===== config.mk =====
export PLATFORM = sky130hd
export DESIGN_NAME = spct_queue
export DESIGN_NICKNAME = d
export VERILOG_FILES = /design/src/spct_pkg.sv /design/src/spct_queue.sv
export VERILOG_INCLUDE_DIRS = /design/src /design/src/src
export SDC_FILE = /design/constraint.sdc
export NUM_CORES = 1
export LEC_CHECK = 0
export ABC_AREA = 1
export BUFFER_PORTS_ARGS = -buffer_cell sky130_fd_sc_hd__buf_2
export CORE_MARGIN = 2
export CORE_UTILIZATION = 45
export CTS_CLUSTER_DIAMETER = 150
export DETAILED_ROUTE_END_ITERATION = 7
export HOLD_SLACK_MARGIN = 0.1
export PLACE_DENSITY_LB_ADDON = 0.08
export SYNTH_ARGS = -nofsm -noshare
export SYNTH_HDL_FRONTEND = slang
export SYNTH_SLANG_ARGS = --single-unit

===== constraint.sdc =====
create_clock -name clock -period 11.7 [get_ports clock]
set_clock_uncertainty 0.1 [all_clocks]
set_input_delay 0.585 -clock clock [delete_from_list [all_inputs] [get_ports clock]]
set_output_delay 0.585 -clock clock [all_outputs]
set_load 0.005 [all_outputs]

===== src/shape_pair_collision_test_unit_defines.svh =====
// Assertion macros shared by the shape pair collision test unit modules.
`ifndef SHAPE_PAIR_COLLISION_TEST_UNIT_DEFINES_SVH
`define SHAPE_PAIR_COLLISION_TEST_UNIT_DEFINES_SVH

// Expression must never be true outside reset.
`define SPCT_ASSERT_NEVER(label, clk, rst, expr) \
   label: assert property (@(posedge clk) disable iff (rst) !(expr)) \
      else $error("assertion violated");

// Consequent must hold in the cycle after the antecedent.
`define SPCT_ASSERT_NEXT(label, clk, rst, ante, cons) \
   label: assert property (@(posedge clk) disable iff (rst) (ante) |=> (cons)) \
      else $error("assertion violated");

`endif


===== src/spct_pkg.sv =====
// Package: widths, codes and the job record of the shape pair collision test unit.
`timescale 1ns / 1ps
`default_nettype none
package spct_pkg;

   localparam int FRAC_BITS   = 10;
   localparam int KIND_W      = 2;
   localparam int COORD_W     = 32;
   localparam int SIZE_W      = 31;
   localparam int HALF_W      = SIZE_W - 1;
   localparam int EXT_W       = SIZE_W;
   localparam int DIST_W      = COORD_W;
   localparam int IPART_W     = COORD_W + 1 - FRAC_BITS;
   localparam int SQ_W        = 2 * DIST_W;

   localparam int QUEUE_DEPTH = 4;
   localparam int QPTR_W      = $clog2(QUEUE_DEPTH);
   localparam int QCNT_W      = $clog2(QUEUE_DEPTH + 1) + 1;

   localparam int CSR_ADDR_W  = 3;
   localparam int CSR_DATA_W  = 32;
   localparam logic CSR_IDX_PIXEL_APPROX = 1'b0;

   localparam logic [KIND_W-1:0] KIND_POINT  = 2'd0;
   localparam logic [KIND_W-1:0] KIND_RECT   = 2'd1;
   localparam logic [KIND_W-1:0] KIND_CIRCLE = 2'd2;

   // pair classes after ordering the two shapes
   localparam int CLS_W = 3;
   localparam logic [CLS_W-1:0] CLS_NONE = 3'd0;
   localparam logic [CLS_W-1:0] CLS_PP   = 3'd1;
   localparam logic [CLS_W-1:0] CLS_RP   = 3'd2;
   localparam logic [CLS_W-1:0] CLS_RR   = 3'd3;
   localparam logic [CLS_W-1:0] CLS_CP   = 3'd4;
   localparam logic [CLS_W-1:0] CLS_CR   = 3'd5;
   localparam logic [CLS_W-1:0] CLS_CC   = 3'd6;

   typedef struct packed {
      logic [CLS_W-1:0]   cls;
      logic [DIST_W-1:0]  ux;
      logic [DIST_W-1:0]  uy;
      logic [DIST_W-1:0]  lx;
      logic [DIST_W-1:0]  ly;
      logic [HALF_W-1:0]  hx;
      logic [HALF_W-1:0]  hy;
      logic [DIST_W-1:0]  rr;
      logic [IPART_W-1:0] lo_x;
      logic [IPART_W-1:0] hi_x;
      logic [IPART_W-1:0] pt_x;
      logic [IPART_W-1:0] lo_y;
      logic [IPART_W-1:0] hi_y;
      logic [IPART_W-1:0] pt_y;
   } job_type;

endpackage
`default_nettype wire


===== src/spct_queue.sv =====
// Job queue between the front end and the back end.
`timescale 1ns / 1ps
`default_nettype none
`include "shape_pair_collision_test_unit_defines.svh"
module spct_queue import spct_pkg::*; (
   input  logic              clock,
   input  logic              reset,
   input  logic              push,
   input  job_type           push_job,
   input  logic              pop,
   output job_type           head_job,
   output logic              q_empty,
   output logic [QCNT_W-1:0] q_count
);

   job_type             q_mem [QUEUE_DEPTH];
   logic [QPTR_W-1:0]   wr_ptr_ff, rd_ptr_ff;
   logic [QCNT_W-1:0]   count_ff, count_in;
   logic                q_full;

   assign q_empty  = (count_ff == '0);
   assign q_full   = (count_ff == QCNT_W'(QUEUE_DEPTH));
   assign q_count  = count_ff;
   assign head_job = q_mem[rd_ptr_ff];

   always_comb begin
      count_in = count_ff;
      case ({push, pop})
         2'b10:   count_in = count_ff + QCNT_W'(1);
         2'b01:   count_in = count_ff - QCNT_W'(1);
         default: count_in = count_ff;
      endcase
   end

   always_ff @(posedge clock) begin
      if (reset) begin
         wr_ptr_ff <= '0;
         rd_ptr_ff <= '0;
         count_ff  <= '0;
      end else begin
         if (push) begin
            wr_ptr_ff <= wr_ptr_ff + QPTR_W'(1);
         end
         if (pop) begin
            rd_ptr_ff <= rd_ptr_ff + QPTR_W'(1);
         end
         count_ff <= count_in;
      end
   end

   always_ff @(posedge clock) begin
      if (push) begin
         q_mem[wr_ptr_ff] <= push_job;
      end
   end

   `SPCT_ASSERT_NEVER(a_queue_overflow, clock, reset, push && q_full && !pop)
   `SPCT_ASSERT_NEVER(a_queue_underflow, clock, reset, pop && q_empty)

endmodule
`default_nettype wire


==> impl_metrics.py <==
metrics = {
    "sta": {
        "rsz0062_at_grt": "no",
        "max_slew.worst_pin.slew_ns": 1.22,
        "relSlewSlack_pct": 18.7,
        "fmax_mhz": 193,
        "setup_viol": 0,
        "layout_setup_ws_ns": 6.51,
        "maxSlewViolCount": 0,
        "finalHoldViolCount": 0,
        "fin_crit_ns": 5.19,
        "min_period_over_period_pct": 44.4,
        "setup_tns_ns": 0,
    },
    "worst_setup_path": {
        "r2r_slack_ns": 8.18,
        "start_kind": "flop",
        "critPathArrivalTime_ns": 4.50,
        "worstPathMaxFanout": 99,
        "worst-setup-path-type": "reg -> out",
        "setup.worst_path.end_class": "primary output",
        "rr_worst_depth": 6,
        "r2r_start": "wr_ptr_ff[0]$_SDFFE_PP0P_",
        "reg2reg_to": "q_mem[0][167]$_DFFE_PP_",
        "worst_ep_required_time_ns": 11.02,
    },
    "finish": {
        "fin_nets": 4981,
        "layout_common_cells": "edfxtp_1, nor2_1, buf_2",
        "final_util_pct": 56.4,
        "area_delta_synth_final_pct": 24.4,
        "drive_gt1_share_pct": 20.5,
        "fin_cells": 6273,
        "layout_commonest_cell": "edfxtp_1",
        "stdcell_area_mm2": 0.0667,
    },
    "clock_tree": {
        "cts_root_buf": "clkbuf_16",
        "cts_sinks": 1454,
        "cts.clk_slew.worst_paths_ns": 0.06,
        "numCtsBuffers": 152,
        "post-cts-setup-buffers": 0,
        "htree_levels": 4,
        "cts_tree": "yes",
        "cts_buffer_depth": 3,
        "cts_resized": 0,
        "clk_latency_ns": 0.74,
    },
    "grt": {
        "grt_usage_pct": 22.0,
        "grt_overflow": 0,
        "grt_pass1_wl_um": 203000,
        "grt_max_degree": 199,
        "grt_use_met2_pct": 35.6,
        "grt_pass1_vias": 31933,
        "met1_usage_pct": 28.2,
        "antenna_found_initial": 28,
        "use_met3_pct": 6.19,
        "grt_busiest_layer": "met2",
    },
    "die": {
        "die_h_um": 349,
        "dieArea_mm2": 0.122,
        "die_w_um": 349,
        "ios": 731,
        "coreArea_mm2": 0.118,
        "start_util_pct": 45.4,
        "rows": 126,
    },
    "placement": {
        "numPortBuffers": 730,
        "dp_hpwl_um": 77800,
        "place_inst": 5627,
        "gp_congestion": 0.767,
        "post-place-ws_ns": 7.25,
        "post_dp_cell_area_mm2": 0.0584,
    },
    "status": {
        "status": "complete, no violations",
    },
    "logic_synthesis": {
        "syn_area_per_cell_um2": 15.1,
        "ys_types": 22,
        "syn_nets": 3937,
        "syn-instance-count": 3565,
        "syn-cell-area_mm2": 0.0537,
        "synth_seq_cells": 1454,
        "ys_seq_area_share_pct": 81.2,
        "ys.warnings.count": 0,
    },
    "routing": {
        "wl_per_cell_um": 22.0,
        "avgViaCountPerCell": 5.31,
        "drt-total-wl_um": 138000,
        "drc": 0,
        "postRouteAntennaNets": 0,
        "vias": 33304,
        "drtIter0Drc": 2426,
        "drt-pass1-iter-count": 7,
    },
    "worst_hold_path": {
        "holdCritPathClass": "in -> reg",
        "hp-start": "push",
        "whs_path_depth": 3,
        "hold_end": "wr_ptr_ff[1]$_SDFFE_PP0P_",
    },
    "pwr": {
        "vdd_drop_max_v": 0.000139,
        "p_leak_nw": 23.2,
        "powerDensity_mw_per_mm2": 174,
    },
    "job": {
        "maxCapViolations": 0,
    },
}
[metal layers]
metal | vias up | share of wire [%] | wire length [um]
li1 | 15700 | - | -
met1 | 16386 | 41 | 56600
met2 | 934 | 48 | 66200
met3 | 256 | 7.3 | 10100
met4 | 28 | 3.6 | 5020
met5 | - | 0.12 | 172
[how the worst max path moves through the flow]
| stage | start | endpoint | slack, ns | cells after the start |
|---|---|---|---|---|
| final | flop | head_job[218] | 6.51 | 6 |
| after global routing | flop | head_job[218] | 6.13 | 6 |
| after CTS | flop | head_job[218] | 6.42 | 6 |
| after detailed placement | flop | head_job[218] | 7.25 | 6 |
| after global placement | flop | head_job[223] | 7.39 | 6 |
| after floorplan | push | q_mem[2][0]$_DFFE_PP_ | 3.36 | 2 |
[synthesized netlist by cell type, drive strengths merged]
cell	instances	area, um2
nor2	730	2740
xor2	1	8.76
nand2	17	63.8
nand3	3	15.0
edfxtp	1444	43400
o21ai	724	3620
inv	17	63.8
a211oi	1	7.51
dfxtp	10	200
nor3	2	10.0
a21oi	4	20.0
nor3b	1	7.51
clkbuf	125	469
ha	7	87.6
nor4	1	6.26
buf	115	711
xnor2	2	17.5
o22ai	361	2260
[flip-flops by register name (all words and copies together) (netlist names), named ones only]
signal     cells
q_mem       1444
q_count        4
rd_ptr_ff      2
wr_ptr_ff      2
[worst max-delay path: stages (launching register included)]
cell and delay (ns):
dfxtp_4 0.64, buf_4 0.71, buf_4 0.71, buf_4 0.87, o21ai_0 0.22, o22ai_1 0.25
buf_2 0.19
[area by class of cell]
class                      instances  area [um2]
sequential                      1454       43600
antenna                           15        37.5
clock buffer                     198        4060
inverter                          17         109
fill                            9655       51500
clock inverter                    69         563
tap                             1536        1920
timing repair buffer            1130        7620
multi-input combinational       1854        8870
[power breakdown]
part	internal, mW	leakage, nW	total [mW]	switching (mW)
Sequential	5.96	13.3	6.01	0.0497
Clock	2.55	2.25	4.49	1.95
Combinational	0.397	7.62	1.10	0.699
Total	8.90	23.2	11.6	2.69
[kinds of logic after synthesis]
family | count (synthesis) | synth area share (%)
flip-flops | 1454 | 81.2
AO/OA/AOI/OAI | 1090 | 11.0
AND/OR/NAND/NOR | 754 | 5.30
buffers and inverters | 257 | 2.32
adder cells (fa/ha/maj) | 7 | 0.163
XOR/XNOR | 3 | 0.0490
[per-stage QoR]
| step | hold WS (ns) | total power [mW] |
|---|---|---|
| after floorplan | 0.374 | 6.66 |
| after global placement | 0.397 | 7.11 |
| after detailed placement | 0.403 | 7.12 |
| after CTS | 0.103 | 11.7 |
| after global routing | 0.195 | 12.0 |
| final | 0.166 | 11.6 |
[timing repair]
| action | in CTS | in global routing |
|---|---|---|
| hold endpoints to repair | 1454 | 0 |
| hold buffers | 364 | 0 |
| setup endpoints to repair | 0 | 0 |
(Power assumes the default switching activity.)
