[config.mk]
export PLATFORM = sky130hd
export DESIGN_NAME = spct_front
export DESIGN_NICKNAME = d
export VERILOG_FILES = /design/src/spct_pkg.sv /design/src/spct_front.sv
export VERILOG_INCLUDE_DIRS = /design/src /design/src/src
export SDC_FILE = /design/constraint.sdc
export NUM_CORES = 2
export LEC_CHECK = 0
export BUFFER_PORTS_ARGS = -buffer_cell sky130_fd_sc_hd__buf_2
export CAP_MARGIN = 10
export CELL_PAD_IN_SITES_DETAIL_PLACEMENT = 0
export CELL_PAD_IN_SITES_GLOBAL_PLACEMENT = 1
export CORE_ASPECT_RATIO = 1.1
export CORE_MARGIN = 2
export CORE_UTILIZATION = 46
export CTS_CLUSTER_DIAMETER = 30
export DETAILED_ROUTE_END_ITERATION = 12
export GPL_ROUTABILITY_DRIVEN = 0
export PLACE_DENSITY_LB_ADDON = 0.1
export SLEW_MARGIN = 20
export SYNTH_ARGS = -nofsm -noshare
export SYNTH_HDL_FRONTEND = slang
export SYNTH_SLANG_ARGS = --single-unit
[constraint.sdc]
create_clock -name clock -period 8.52 [get_ports clock]
set_input_delay 0.426 -clock clock [delete_from_list [all_inputs] [get_ports clock]]
set_output_delay 0.426 -clock clock [all_outputs]
set_load 0.01 [all_outputs]
[src/shape_pair_collision_test_unit_defines.svh]
// Assertion macros shared by the shape pair collision test unit modules.
`ifndef SHAPE_PAIR_COLLISION_TEST_UNIT_DEFINES_SVH
`define SHAPE_PAIR_COLLISION_TEST_UNIT_DEFINES_SVH

// Expression must never be true outside reset.
`define SPCT_ASSERT_NEVER(label, clk, rst, expr) \
   label: assert property (@(posedge clk) disable iff (rst) !(expr)) \
      else $error("assertion violated");

// Consequent must hold in the cycle after the antecedent.
`define SPCT_ASSERT_NEXT(label, clk, rst, ante, cons) \
   label: assert property (@(posedge clk) disable iff (rst) (ante) |=> (cons)) \
      else $error("assertion violated");

`endif

[src/spct_pkg.sv]
// Package: widths, codes and the job record of the shape pair collision test unit.
`timescale 1ns / 1ps
`default_nettype none
package spct_pkg;

   localparam int FRAC_BITS   = 10;
   localparam int KIND_W      = 2;
   localparam int COORD_W     = 32;
   localparam int SIZE_W      = 31;
   localparam int HALF_W      = SIZE_W - 1;
   localparam int EXT_W       = SIZE_W;
   localparam int DIST_W      = COORD_W;
   localparam int IPART_W     = COORD_W + 1 - FRAC_BITS;
   localparam int SQ_W        = 2 * DIST_W;

   localparam int QUEUE_DEPTH = 4;
   localparam int QPTR_W      = $clog2(QUEUE_DEPTH);
   localparam int QCNT_W      = $clog2(QUEUE_DEPTH + 1) + 1;

   localparam int CSR_ADDR_W  = 3;
   localparam int CSR_DATA_W  = 32;
   localparam logic CSR_IDX_PIXEL_APPROX = 1'b0;

   localparam logic [KIND_W-1:0] KIND_POINT  = 2'd0;
   localparam logic [KIND_W-1:0] KIND_RECT   = 2'd1;
   localparam logic [KIND_W-1:0] KIND_CIRCLE = 2'd2;

   // pair classes after ordering the two shapes
   localparam int CLS_W = 3;
   localparam logic [CLS_W-1:0] CLS_NONE = 3'd0;
   localparam logic [CLS_W-1:0] CLS_PP   = 3'd1;
   localparam logic [CLS_W-1:0] CLS_RP   = 3'd2;
   localparam logic [CLS_W-1:0] CLS_RR   = 3'd3;
   localparam logic [CLS_W-1:0] CLS_CP   = 3'd4;
   localparam logic [CLS_W-1:0] CLS_CR   = 3'd5;
   localparam logic [CLS_W-1:0] CLS_CC   = 3'd6;

   typedef struct packed {
      logic [CLS_W-1:0]   cls;
      logic [DIST_W-1:0]  ux;
      logic [DIST_W-1:0]  uy;
      logic [DIST_W-1:0]  lx;
      logic [DIST_W-1:0]  ly;
      logic [HALF_W-1:0]  hx;
      logic [HALF_W-1:0]  hy;
      logic [DIST_W-1:0]  rr;
      logic [IPART_W-1:0] lo_x;
      logic [IPART_W-1:0] hi_x;
      logic [IPART_W-1:0] pt_x;
      logic [IPART_W-1:0] lo_y;
      logic [IPART_W-1:0] hi_y;
      logic [IPART_W-1:0] pt_y;
   } job_type;

endpackage
`default_nettype wire

[src/spct_front.sv]
// Front end: accepts requests, orders the shape pair and forms distances and limits.
`timescale 1ns / 1ps
`default_nettype none
`include "shape_pair_collision_test_unit_defines.svh"
module spct_front import spct_pkg::*; (
   input  logic                clock,
   input  logic                reset,
   input  logic                req_valid,
   output logic                req_stall,
   input  logic [KIND_W-1:0]   req_a_kind,
   input  logic [COORD_W-1:0]  req_a_x,
   input  logic [COORD_W-1:0]  req_a_y,
   input  logic [SIZE_W-1:0]   req_a_width,
   input  logic [SIZE_W-1:0]   req_a_height,
   input  logic [SIZE_W-1:0]   req_a_radius,
   input  logic [KIND_W-1:0]   req_b_kind,
   input  logic [COORD_W-1:0]  req_b_x,
   input  logic [COORD_W-1:0]  req_b_y,
   input  logic [SIZE_W-1:0]   req_b_width,
   input  logic [SIZE_W-1:0]   req_b_height,
   input  logic [SIZE_W-1:0]   req_b_radius,
   input  logic [QCNT_W-1:0]   q_count,
   output logic                push,
   output job_type             push_job
);

   logic                accept;
   logic [QCNT_W-1:0]   occ;
   logic [HALF_W-1:0]   ahw, ahh, bhw, bhh;

   logic                f1_valid_ff;
   logic [CLS_W-1:0]    f1_cls_in, f1_cls_ff;
   logic [COORD_W-1:0]  f1_sx_in, f1_sx_ff, f1_sy_in, f1_sy_ff;
   logic [COORD_W-1:0]  f1_ox_in, f1_ox_ff, f1_oy_in, f1_oy_ff;
   logic [EXT_W-1:0]    f1_e1x_in, f1_e1x_ff, f1_e2x_in, f1_e2x_ff;
   logic [EXT_W-1:0]    f1_e1y_in, f1_e1y_ff, f1_e2y_in, f1_e2y_ff;
   logic [HALF_W-1:0]   f1_hx_in, f1_hx_ff, f1_hy_in, f1_hy_ff;
   logic [EXT_W-1:0]    f1_r1_in, f1_r1_ff, f1_r2_in, f1_r2_ff;

   logic                f2_valid_ff;
   job_type             f2_job_in, f2_job_ff;

   logic [COORD_W:0]    sx_w, sy_w, ox_w, oy_w;
   logic [COORD_W:0]    dx_so, dx_os, dy_so, dy_os;
   logic [COORD_W:0]    lo_x_w, hi_x_w, lo_y_w, hi_y_w;

   // items in flight never exceed the queue depth
   assign occ       = q_count + QCNT_W'(f1_valid_ff) + QCNT_W'(f2_valid_ff);
   assign req_stall = (occ >= QCNT_W'(QUEUE_DEPTH));
   assign accept    = req_valid && !req_stall;

   assign ahw = req_a_width[SIZE_W-1:1];
   assign ahh = req_a_height[SIZE_W-1:1];
   assign bhw = req_b_width[SIZE_W-1:1];
   assign bhh = req_b_height[SIZE_W-1:1];

   always_comb begin
      f1_cls_in = CLS_NONE;
      f1_sx_in  = req_a_x;
      f1_sy_in  = req_a_y;
      f1_ox_in  = req_b_x;
      f1_oy_in  = req_b_y;
      f1_e1x_in = '0;
      f1_e2x_in = '0;
      f1_e1y_in = '0;
      f1_e2y_in = '0;
      f1_hx_in  = '0;
      f1_hy_in  = '0;
      f1_r1_in  = '0;
      f1_r2_in  = '0;
      case ({req_a_kind, req_b_kind})
         {KIND_POINT, KIND_POINT}: begin
            f1_cls_in = CLS_PP;
         end
         {KIND_POINT, KIND_RECT}: begin
            f1_cls_in = CLS_RP;
            f1_sx_in  = req_b_x;
            f1_sy_in  = req_b_y;
            f1_ox_in  = req_a_x;
            f1_oy_in  = req_a_y;
            f1_e1x_in = {1'b0, bhw};
            f1_e1y_in = {1'b0, bhh};
         end
         {KIND_POINT, KIND_CIRCLE}: begin
            f1_cls_in = CLS_CP;
            f1_e1x_in = req_b_radius;
            f1_e1y_in = req_b_radius;
            f1_r1_in  = req_b_radius;
         end
         {KIND_RECT, KIND_POINT}: begin
            f1_cls_in = CLS_RP;
            f1_e1x_in = {1'b0, ahw};
            f1_e1y_in = {1'b0, ahh};
         end
         {KIND_RECT, KIND_RECT}: begin
            f1_cls_in = CLS_RR;
            f1_e1x_in = {1'b0, ahw};
            f1_e2x_in = {1'b0, bhw};
            f1_e1y_in = {1'b0, ahh};
            f1_e2y_in = {1'b0, bhh};
         end
         {KIND_RECT, KIND_CIRCLE}: begin
            f1_cls_in = CLS_CR;
            f1_e1x_in = {1'b0, ahw};
            f1_e2x_in = req_b_radius;
            f1_e1y_in = {1'b0, ahh};
            f1_e2y_in = req_b_radius;
            f1_hx_in  = ahw;
            f1_hy_in  = ahh;
            f1_r1_in  = req_b_radius;
         end
         {KIND_CIRCLE, KIND_POINT}: begin
            f1_cls_in = CLS_CP;
            f1_e1x_in = req_a_radius;
            f1_e1y_in = req_a_radius;
            f1_r1_in  = req_a_radius;
         end
         {KIND_CIRCLE, KIND_RECT}: begin
            f1_cls_in = CLS_CR;
            f1_e1x_in = {1'b0, bhw};
            f1_e2x_in = req_a_radius;
            f1_e1y_in = {1'b0, bhh};
            f1_e2y_in = req_a_radius;
            f1_hx_in  = bhw;
            f1_hy_in  = bhh;
            f1_r1_in  = req_a_radius;
         end
         {KIND_CIRCLE, KIND_CIRCLE}: begin
            f1_cls_in = CLS_CC;
            f1_e1x_in = req_a_radius;
            f1_e2x_in = req_b_radius;
            f1_e1y_in = req_a_radius;
            f1_e2y_in = req_b_radius;
            f1_r1_in  = req_a_radius;
            f1_r2_in  = req_b_radius;
         end
         default: begin
            f1_cls_in = CLS_NONE;
         end
      endcase
   end

   always_ff @(posedge clock) begin
      if (reset) begin
         f1_valid_ff <= 1'b0;
         f2_valid_ff <= 1'b0;
      end else begin
         f1_valid_ff <= accept;
         f2_valid_ff <= f1_valid_ff;
      end
   end

   always_ff @(posedge clock) begin
      f1_cls_ff <= f1_cls_in;
      f1_sx_ff  <= f1_sx_in;
      f1_sy_ff  <= f1_sy_in;
      f1_ox_ff  <= f1_ox_in;
      f1_oy_ff  <= f1_oy_in;
      f1_e1x_ff <= f1_e1x_in;
      f1_e2x_ff <= f1_e2x_in;
      f1_e1y_ff <= f1_e1y_in;
      f1_e2y_ff <= f1_e2y_in;
      f1_hx_ff  <= f1_hx_in;
      f1_hy_ff  <= f1_hy_in;
      f1_r1_ff  <= f1_r1_in;
      f1_r2_ff  <= f1_r2_in;
      f2_job_ff <= f2_job_in;
   end

   assign sx_w = {f1_sx_ff[COORD_W-1], f1_sx_ff};
   assign sy_w = {f1_sy_ff[COORD_W-1], f1_sy_ff};
   assign ox_w = {f1_ox_ff[COORD_W-1], f1_ox_ff};
   assign oy_w = {f1_oy_ff[COORD_W-1], f1_oy_ff};

   assign dx_so = sx_w - ox_w;
   assign dx_os = ox_w - sx_w;
   assign dy_so = sy_w - oy_w;
   assign dy_os = oy_w - sy_w;

   // rectangle bounds for the integer-part tests
   assign lo_x_w = sx_w - {2'b00, f1_e1x_ff};
   assign hi_x_w = sx_w + {2'b00, f1_e1x_ff};
   assign lo_y_w = sy_w - {2'b00, f1_e1y_ff};
   assign hi_y_w = sy_w + {2'b00, f1_e1y_ff};

   always_comb begin
      f2_job_in.cls  = f1_cls_ff;
      f2_job_in.ux   = dx_so[COORD_W] ? dx_os[DIST_W-1:0] : dx_so[DIST_W-1:0];
      f2_job_in.uy   = dy_so[COORD_W] ? dy_os[DIST_W-1:0] : dy_so[DIST_W-1:0];
      f2_job_in.lx   = {1'b0, f1_e1x_ff} + {1'b0, f1_e2x_ff};
      f2_job_in.ly   = {1'b0, f1_e1y_ff} + {1'b0, f1_e2y_ff};
      f2_job_in.hx   = f1_hx_ff;
      f2_job_in.hy   = f1_hy_ff;
      f2_job_in.rr   = {1'b0, f1_r1_ff} + {1'b0, f1_r2_ff};
      f2_job_in.lo_x = lo_x_w[COORD_W:FRAC_BITS];
      f2_job_in.hi_x = hi_x_w[COORD_W:FRAC_BITS];
      f2_job_in.pt_x = ox_w[COORD_W:FRAC_BITS];
      f2_job_in.lo_y = lo_y_w[COORD_W:FRAC_BITS];
      f2_job_in.hi_y = hi_y_w[COORD_W:FRAC_BITS];
      f2_job_in.pt_y = oy_w[COORD_W:FRAC_BITS];
   end

   assign push     = f2_valid_ff;
   assign push_job = f2_job_ff;

   `SPCT_ASSERT_NEVER(a_front_occupancy, clock, reset, occ > QCNT_W'(QUEUE_DEPTH))
   `SPCT_ASSERT_NEXT(a_front_flow, clock, reset, f1_valid_ff, f2_valid_ff)

endmodule
`default_nettype wire

==> run metrics <==
drt total wl 120000 um; cell area after synthesis around 35000 um^2; Final Hold Violating Endpoints 0; number of buffers created by CTS about 150; Hold Path End f1_ox_ff[8]; predominant post-synthesis flop cell dfxtp_1; final worst path period need 4.22 ns; Avg Cell Area, Syn approximately 10 um^2; data arrival time at the worst-slack endpoint 4.80 ns; insertion delay of the later-clocked pin in the worst-skew pair just over 0.7 ns; clock-pin transition on the worst setup and hold timing paths 0.05 ns; Reg area approximately 15000 um^2; number of antenna violations at the first check in global routing 17; launch point of the worst reg-to-reg path f1_sx_ff[0]; actual transition at the worst max-transition pin between 1 and 1.5 ns; R2R setup slack approximately 4.3 ns; count of unresolved DRC violations after routing 0; average wire per standard cell 21.1 um; total negative slack for setup checks 0 ns; CP max FO 31; Fin Hold WS 0.0337 ns; post-synthesis net count 4139; die outline height 292 um; fraction of registers with async set/reset 0%; maximum clock frequency about 240 MHz; power density over the cells 259 nW/um^2; routed vias/inst roughly 5.4; Crit Path Category flop to flop; leakage power of the design around 0.024 uW; final setup fails 0; worst supply voltage drop on vdd between 0.2 and 0.25 mV; signed area change from the synthesized netlist to the final layout 39.6%; type of origin of the critical path flop; gr usage total between 20% and 30%; TritonCTS clock tree yes; setup slack after layout 4.30 ns; critical path endpoint category flop; Top Ports between 600 and 700; largest net degree at the start of global routing just over 90; clk buf depth 3; first-pass GRT wire length approximately 180000 um; number of fillers in the final layout 6037; number of buffers inserted by port buffering around 700; cell count after synthesis 3468; full die area between 70000 and 80000 um^2; Worst Clk Skew roughly 0.043 ns; run status finished clean; Final ANT Viol Nets 0; Via Count roughly 30000; Core Region 74500 um^2; via count of the first global-routing pass 30372; total of warnings raised by yosys 0; RR Endpoint push_job[338]; part of the Yosys area used for sequential elements ~43%; number of search-and-repair iterations in the first detailed-routing pass 5; total power draw between 10000 and 15000 uW; die span in x 266 um; clock root cell clkbuf_16; number of instances on the worst hold path 2; setup repair after global routing missed its margin no; hold path startpoint req_a_x[8]; count of unique library cells instantiated by Yosys 86; #FFs+latches synth ~740; total number of placement rows ~110; initial DRC count about 1700; detailed-placement wirelength estimate 90600 um; area taken by multi-input logic gates between 15000 and 20000 um^2; path depth of the worst reg2reg path 15; max-capacitance violation count 0; nets@finish 5258; Min-Delay Path Class input port to flop; Post-Place Worst Slack 4.36 ns; relative slew slack between 20% and 30%; share of layout cells above drive strength 1 between 20% and 30%; total overflow reported by the global router 0; Period Utilization, post-route about half; CTS sink count about 740; final slew viol count 0; data required time of the critical path about 9 ns; EDFF count, synth 0; effective utilization at floorplan a little under half; depth of the CTS H-tree 4
cell usage after synthesis, drive strengths merged, types with 6 or more instances:
master   instances  area share [%]
xor2            67             1.7
or2              9            0.16
a41oi            6            0.17
and3            45            0.81
a21oi          238             3.5
buf             26            0.41
o21a            34            0.74
o31ai           18            0.42
or3             13            0.23
mux2           132             4.3
nor3            47            0.68
o2111ai         10            0.29
o41ai           10            0.39
and2            13            0.23
o21bai          47             1.0
nand2          100             1.1
o211ai          12            0.26
dfxtp          736              43
a21o           186             4.0
ha             339              12
o22ai            8            0.14
mux2i           18            0.52
a221oi          14            0.41
o31a             6            0.15
inv            260             2.8
a31oi           31            0.64
a22o           154             3.9
nand3           33            0.48
a31o             6            0.15
fa               7            0.40
clkbuf         124             1.3
nand2b          40            0.72
a311oi           6            0.15
a21boi           8            0.17
nand4           21            0.38
nor2b           35            0.63
nor2           182             2.0
o21ai          120             1.8
a211oi          33            0.73
a221o           65             1.9
xnor2          143             3.6
power by group:
part           internal (uW)  leakage, uW  total (uW)  switching (uW)
Clock                   4010      0.00252        6000            1990
Combinational           1040       0.0150        2410            1360
Sequential              3890      0.00612        4120             226
worst max-delay path, cell delays in order (launching register included):
cell and delay, ns:
dfxtp_1 0.42, inv_1 0.07, ha_1 0.23, fa_1 0.41
nor2b_1 0.18, o31ai_1 0.12, a21oi_1 0.30, o2111ai_1 0.22
a31oi_1 0.36, a31oi_1 0.27, o21ai_4 0.41, buf_4 0.41
a211oi_1 0.10, a21oi_1 0.28, a31oi_1 0.15, xnor2_1 0.15
worst max-delay path by stage:
stage,startpoint,endpoint,cells after the start
after global placement,f1_sx_ff[0],push_job[345],15
after detailed placement,f1_sx_ff[0],push_job[345],15
after CTS,f1_sx_ff[0],push_job[345],15
after floorplan,f1_e1y_ff[0],push_job[260],13
final,f1_sx_ff[0],push_job[338],15
after global routing,f1_sx_ff[0],push_job[345],15
routing by layer:
| metal | share of wire, % | vias up | track usage (%) |
|---|---|---|---|
| met5 | 0.059 | - | 0 |
| met1 | 43 | 14365 | 37.6 |
| met4 | 4.0 | 12 | 12.6 |
| met2 | 46 | 1135 | 48.8 |
| li1 | - | 14730 | - |
| met3 | 7.3 | 255 | 7.52 |
cell usage in the layout (no fill, tap or decap), types with 100 or more instances in the layout:
cell           Yosys  routed
ha_1             339     339
a21o_1           186     186
inv_1            260     260
a21oi_1          234     230
dlygate4sd3_1      0     417
dfxtp_1          736     736
clkbuf_16          0     145
mux2_2           132     132
buf_2             20     683
xnor2_1          143     143
nand2_1          100     100
o21ai_0          108     108
a22o_1           153     153
nor2_1           182     177
state kept, by name, summed over array words and instances (netlist names), 31 cells and up:
register and flops:
f1_r2_ff 31, f1_ox_ff 32, f1_e2x_ff 31, f1_oy_ff 32, f1_sy_ff 32, f1_r1_ff 31, push_job 359, f1_e1x_ff 31
f1_sx_ff 32
metrics by stage:
step | util [%] | instance area [um^2] | std cells
floorplan | - | 34600 | 3468
global placement | 52.2 | 38900 | 4986
detailed placement | 52.2 | 38900 | 4986
CTS | 64.8 | 48300 | 5667
global route | 64.8 | 48300 | 5673
finish | 64.8 | 48300 | 5676
cell families after synthesis:
family	after synthesis	share of synthesized area (%)
AOI/OAI and AO/OA	1053	22.1
xor gates and xnor gates	210	5.31
adders and majority gates	346	12.7
buffers and inverters	410	4.57
DFF	736	42.6
muxes	150	4.82
and+or+nand+nor	563	7.95
final cells by class:
type / instances / area share (%)
multi-input combinational: 2322 / 38.0
sequential: 736 / 30.5
timing repair buffer: 1122 / 16.1
clock buffer: 173 / 8.02
clock inverter: 91 / 2.81
tap: 963 / 2.49
inverter: 260 / 2.02
antenna: 9 / 0.0466
repair_timing:
action / 4_1_cts / 5_1_grt
hold endpoints to repair: 311 / 0
resized for setup: 0 / 0
setup buffers: 0 / 0
hold buffers: 417 / 0
Power figures use the tool's default switching activity.
